### src/hdl/dgsp_pkg.sv
`default_nettype none

package dgsp_pkg;

  localparam int unsigned SAMPLE_W   = 24;
  localparam int unsigned PHASE_W    = 16;
  localparam int unsigned WIN_W      = 16;
  localparam int unsigned SYNC_W     = 17;
  localparam int unsigned IN_DATA_W  = 56;
  localparam int unsigned OUT_DATA_W = 72;

  localparam logic [PHASE_W-1:0] PHASE_HALF = 16'h8000;

  // Output queue; its depth bounds the items in flight.
  localparam int unsigned FIFO_DEPTH = 8;
  localparam int unsigned FIFO_AW    = 3;

  typedef enum logic {
    KIND_TICK  = 1'b0,
    KIND_START = 1'b1
  } kind_e;

  // Packed so that left lands in the lowest bits of the output stream word.
  typedef struct packed {
    logic        [SYNC_W-1:0]   sync;
    logic signed [SAMPLE_W-1:0] right;
    logic signed [SAMPLE_W-1:0] left;
  } result_t;

  typedef struct packed {
    logic full;
    logic empty;
  } fifo_stat_t;

endpackage

`default_nettype wire

### src/hdl/dgsp_out_fifo.sv
`default_nettype none

module dgsp_out_fifo (
  input  wire                     clk_i,
  input  wire                     rst_ni,
  input  wire                     push_i,
  input  wire dgsp_pkg::result_t  push_data_i,
  input  wire                     pop_i,
  output dgsp_pkg::result_t       head_o,
  output dgsp_pkg::fifo_stat_t    stat_o
);
  import dgsp_pkg::*;

  result_t              slots [FIFO_DEPTH];
  logic [FIFO_AW-1:0]   wr_ptr_q, wr_ptr_d;
  logic [FIFO_AW-1:0]   rd_ptr_q, rd_ptr_d;
  logic [FIFO_AW:0]     cnt_q, cnt_d;

  always_comb begin
    wr_ptr_d = wr_ptr_q;
    rd_ptr_d = rd_ptr_q;
    cnt_d    = cnt_q;
    if (push_i) begin
      wr_ptr_d = wr_ptr_q + FIFO_AW'(1);
    end
    if (pop_i) begin
      rd_ptr_d = rd_ptr_q + FIFO_AW'(1);
    end
    if (push_i && !pop_i) begin
      cnt_d = cnt_q + (FIFO_AW + 1)'(1);
    end else if (pop_i && !push_i) begin
      cnt_d = cnt_q - (FIFO_AW + 1)'(1);
    end
  end

  always_ff @(posedge clk_i or negedge rst_ni) begin
    if (!rst_ni) begin
      wr_ptr_q <= '0;
      rd_ptr_q <= '0;
      cnt_q    <= '0;
    end else begin
      wr_ptr_q <= wr_ptr_d;
      rd_ptr_q <= rd_ptr_d;
      cnt_q    <= cnt_d;
    end
  end

  always_ff @(posedge clk_i) begin
    if (push_i) begin
      slots[wr_ptr_q] <= push_data_i;
    end
  end

  assign head_o       = slots[rd_ptr_q];
  assign stat_o.empty = (cnt_q == '0);
  assign stat_o.full  = (cnt_q == (FIFO_AW + 1)'(FIFO_DEPTH));

endmodule

`default_nettype wire

### config.mk
export PLATFORM = sky130hd
export DESIGN_NAME = dgsp_out_fifo
export DESIGN_NICKNAME = d
export VERILOG_FILES = /design/src/hdl/dgsp_pkg.sv /design/src/hdl/dgsp_out_fifo.sv
export SDC_FILE = /design/constraint.sdc
export NUM_CORES = 1
export LEC_CHECK = 0
export ABC_AREA = 1
export BUFFER_PORTS_ARGS = -buffer_cell sky130_fd_sc_hd__buf_2
export CORE_MARGIN = 8
export CORE_UTILIZATION = 45
export CTS_BUF_LIST = sky130_fd_sc_hd__clkbuf_16
export CTS_CLUSTER_SIZE = 20
export DETAILED_ROUTE_END_ITERATION = 6
export GPL_TIMING_DRIVEN = 0
export RECOVER_POWER = 100
export SLEW_MARGIN = 20
export SYNTH_ARGS = -nofsm -noshare
export SYNTH_HDL_FRONTEND = slang
export SYNTH_SLANG_ARGS = --single-unit
### constraint.sdc
create_clock -name clk_i -period 7.84 [get_ports clk_i]
set_input_delay 1.96 -clock clk_i [delete_from_list [all_inputs] [get_ports clk_i]]
set_output_delay 1.96 -clock clk_i [all_outputs]
set_load 0.02 [all_outputs]
==> metrics.txt <==
# TYPE chip_impl_metric gauge
chip_impl_info{name="crit_end",value="slots[2][32]"} 1
chip_impl_metric{name="netlist_area",unit="sq mm"} 0.0229
chip_impl_metric{name="tightestPinTransition",unit="ns"} 1.70
chip_impl_metric{name="initial_utilization",unit="%"} 45.6
chip_impl_info{name="r2r-end",value="slots[2][32]"} 1
chip_impl_info{name="failed_checks",value="max-capacitance violations, max-slew violations"} 1
chip_impl_info{name="crit_slowest_cell",value="clkbuf_1"} 1
chip_impl_metric{name="place.port_buffers",unit=""} 135
chip_impl_info{name="setup.worst_path.end_class",value="register"} 1
chip_impl_info{name="cts_root_buf",value="clkbuf_16"} 1
chip_impl_metric{name="hold_viol_final",unit=""} 0
chip_impl_metric{name="setup_viol",unit=""} 0
chip_impl_metric{name="num_rows",unit=""} 82
chip_impl_info{name="hold_path.class",value="register to register"} 1
chip_impl_info{name="run_status",value="complete, but fails checks"} 1
chip_impl_metric{name="post_cts_resize_count",unit=""} 0
chip_impl_metric{name="total_power_per_unit_cell_area",unit="mW/mm^2"} 383
chip_impl_metric{name="cp_data_arrival_time",unit="ns"} 5.99
chip_impl_info{name="timing.critical_path.cells",value="clkbuf_1 > inv_1 > or2_0 > nor2_1 > clkbuf_1 > clkbuf_1"} 1
chip_impl_info{name="worst_setup_path_start_kind",value="input pin"} 1
chip_impl_info{name="synth.cells.most_frequent",value="869 x nand2_1, 527 x nor2_1, 520 x edfxtp_1, 271 x inv_1, 51 x buf_2"} 1
chip_impl_info{name="worst_reg2reg_path_startpoint",value="wr_ptr_q[0]"} 1
chip_impl_metric{name="post_place_cells",unit=""} 3156
chip_impl_metric{name="synth_seq_area_share",unit="%"} 69.2
chip_impl_metric{name="drc",unit=""} 0
chip_impl_info{name="synth_top_flop_cell",value="edfxtp_1"} 1
chip_impl_info{name="setup_repair_after_global_routing_missed_its_margin",value="no"} 1
chip_impl_info{name="synth_area_leader_cell",value="edfxtp_1"} 1
chip_impl_info{name="timing_worst_setup_path_type",value="input pin to register"} 1
chip_impl_metric{name="period_needed",unit="ns"} 5.80
chip_impl_metric{name="grt_pass1_vias",unit=""} 15000
chip_impl_metric{name="die-height",unit="microns"} 242
chip_impl_metric{name="grt_first_pass_wirelength",unit="microns"} 86900
chip_impl_metric{name="edff_count_synth",unit=""} 520
chip_impl_metric{name="core-area",unit="sq mm"} 0.0503
chip_impl_metric{name="period_share",unit="%"} 73.9
chip_impl_metric{name="clock-skew-final",unit="ns"} 0.0159
chip_impl_metric{name="detail_route.vias_per_cell",unit=""} 4.78
chip_impl_info{name="cts_tree",value="yes"} 1
chip_impl_metric{name="synth_nets",unit=""} 2395
chip_impl_metric{name="track_usage",unit="%"} 19.0
chip_impl_metric{name="route.detailed.wl_per_inst",unit="microns"} 17.5
chip_impl_metric{name="worstPathBufferInverterCount",unit=""} 4
chip_impl_metric{name="die_width",unit="microns"} 242
chip_impl_metric{name="final-max-slew-violation-count",unit=""} 85
chip_impl_metric{name="cap_violations",unit=""} 4
chip_impl_info{name="cpMostUsedCell",value="clkbuf_1"} 1
chip_impl_metric{name="final_core_utilization",unit="%"} 51.9
chip_impl_metric{name="area.growth.synth_to_final",unit="%"} 13.8
chip_impl_info{name="yosys.cell_count.top_type",value="nand2_1"} 1
chip_impl_metric{name="cts_setup_buffers",unit=""} 0
chip_impl_info{name="critPathLaunch",value="push_i"} 1
chip_impl_metric{name="yosys.area.top_type_share",unit="%"} 68.1
chip_impl_metric{name="fill_cells",unit=""} 4540
chip_impl_metric{name="grt_max_degree",unit=""} 22
chip_impl_metric{name="crit_path_required_time",unit="ns"} 8.03
chip_impl_metric{name="crit_fanout",unit=""} 19
chip_impl_metric{name="route.antenna.remaining_nets",unit=""} 0
chip_impl_metric{name="final_net_count",unit=""} 2616
chip_impl_info{name="worst_path_dominant_cell_family",value="buffers and inverters"} 1
chip_impl_metric{name="boundaryPins",unit=""} 136
chip_impl_metric{name="clock_insertion_delay_worst_skew",unit="ns"} 0.59
chip_impl_metric{name="cts_h_tree_lvls",unit=""} 2
chip_impl_metric{name="numCtsBuffers",unit=""} 55
chip_impl_metric{name="timing.reg2reg.setup_slack",unit="ns"} 3.28
chip_impl_metric{name="grt-ovfl-total",unit=""} 0
chip_impl_metric{name="post_synth_num_cell_types",unit=""} 19
chip_impl_metric{name="postCtsHoldBufs",unit=""} 0
chip_impl_metric{name="power.ir.vdd_worst",unit="uV"} 226
chip_impl_metric{name="asyncSetResetFlopFracSynth",unit="%"} 1.89
chip_impl_metric{name="critical-path-max-stage-delay",unit="ns"} 1.18
chip_impl_metric{name="finalWirelength",unit="microns"} 56900
chip_impl_metric{name="worst_rel_slew_slack",unit="%"} -13.4
chip_impl_metric{name="drtIter0Drc",unit=""} 1269
chip_impl_metric{name="synthCells",unit=""} 2320
chip_impl_metric{name="placed_cell_area",unit="sq mm"} 0.0252
chip_impl_metric{name="dp_hpwl",unit="microns"} 37500
chip_impl_metric{name="yosysWarnings",unit=""} 0
chip_impl_metric{name="num_vias",unit=""} 15600
chip_impl_metric{name="syn_area_per_cell",unit="sq um"} 9.89
chip_impl_metric{name="worst_setup_hold_path_clk_slew",unit="ns"} 0.06
chip_impl_metric{name="gp_congestion",unit=""} 0.763
chip_impl_metric{name="synth_seq_cells",unit=""} 530
chip_impl_metric{name="reg2regPathDepth",unit=""} 4
chip_impl_metric{name="final_cell_count_no_fill",unit=""} 3259
chip_impl_metric{name="leakage_power_total",unit="nW"} 11.2
chip_impl_metric{name="post_route_cell_area",unit="sq mm"} 0.0261
chip_impl_metric{name="number_of_antenna_violations_at_the_first_check_in_global_routing",unit=""} 3
chip_impl_metric{name="cp.depth",unit=""} 6
chip_impl_metric{name="clockBufferDepth",unit=""} 3
chip_impl_metric{name="floorplan.die_area",unit="sq mm"} 0.0585
chip_impl_info{name="ys_top_cells_by_area",value="edfxtp_1 68%, nand2_1 14%, nor2_1 8.6%"} 1
chip_impl_metric{name="highest_achievable_clock_rate",unit="GHz"} 0.173
chip_impl_metric{name="drt-pass1-iter-count",unit=""} 5
chip_impl_metric{name="clock_sink_count",unit=""} 530
chip_impl_metric{name="drive_gt1_share",unit="%"} 6.15
sequential cells by signal (all words and copies together), names as in the netlist:
signal and cells:
slots 520, cnt_q 4, rd_ptr_q 3, wr_ptr_q 3
cell families after synthesis:
group	share of synthesized area, %
simple gates	23.0
buf+inv	7.22
compound gates	0.0873
fa+ha+maj	0.360
flops	69.2
xor+xnor	0.191
worst register-to-register path: cells and delay by family (launching register included):
kind / cells / cell delay, ns
buffers and inverters: 2 / 2.31
flip-flops: 1 / 0.41
AND/OR/NAND/NOR: 2 / 1.44
cells in the final DEF, fill, tap and decap left out:
master	synthesis	layout
xor2_1	3	3
clkbuf_1	11	175
or2_2	2	1
buf_1	8	5
nor4_1	2	2
diode_2	0	2
bufinv_16	0	4
edfxtp_1	520	520
clkinv_2	0	11
ha_1	5	5
dfrtp_1	10	10
buf_4	11	10
buf_2	51	55
xnor2_1	2	2
o21ai_0	4	4
inv_1	271	283
fa_1	1	1
or2_0	0	1
buf_6	20	20
clkbuf_16	0	57
inv_2	1	1
nand2_1	869	869
clkinv_1	0	17
nor2_1	527	527
nand3_1	2	2
where the power goes:
group	leakage (nW)	internal [W]	switching [W]
Combinational	5.45	0.00112	0.00289
Sequential	4.84	0.00344	0.0000769
Clock	0.893	0.00143	0.00105
Total	11.2	0.00599	0.00402
per-stage QoR:
stage	TNS [ns]	worst slack, ns	hold WS, ns	total power, W
after floorplan	0	2.32	0.490	0.00627
after global placement	-221.01	-0.538	0.509	0.00768
after detailed placement	0	3.95	0.520	0.00781
after CTS	0	3.36	0.535	0.0103
after global routing	0	1.84	0.590	0.0107
final	0	2.04	0.538	0.0100
worst min path at each step:
stage / startpoint / end / cells past startpoint
global placement: wr_ptr_q[0] / wr_ptr_q[0] / 2
floorplan: wr_ptr_q[0] / wr_ptr_q[0] / 2
global route: wr_ptr_q[0] / wr_ptr_q[0] / 2
finish: wr_ptr_q[0] / wr_ptr_q[0] / 2
detailed placement: wr_ptr_q[0] / wr_ptr_q[0] / 2
CTS: wr_ptr_q[0] / wr_ptr_q[0] / 2
layer usage:
layer,track usage (%),share of wire (%)
met5,0,0.047
met4,5.14,2.0
met3,3.38,5.2
met2,31.6,47
met1,25.6,45
layout make-up:
type / instances / area (sq um) / share of cell area (%)
Antenna cell: 2 / 5.00 / 0.0192
Timing Repair Buffer: 164 / 632 / 2.42
Tap cell: 672 / 841 / 3.22
Multi-Input combinational cell: 1417 / 5420 / 20.8
Clock inverter: 44 / 284 / 1.09
Sequential cell: 530 / 15900 / 60.8
Inverter: 272 / 1020 / 3.91
Buffer: 101 / 619 / 2.37
Clock buffer: 57 / 1430 / 5.46
Power figures use the tool's default switching activity.
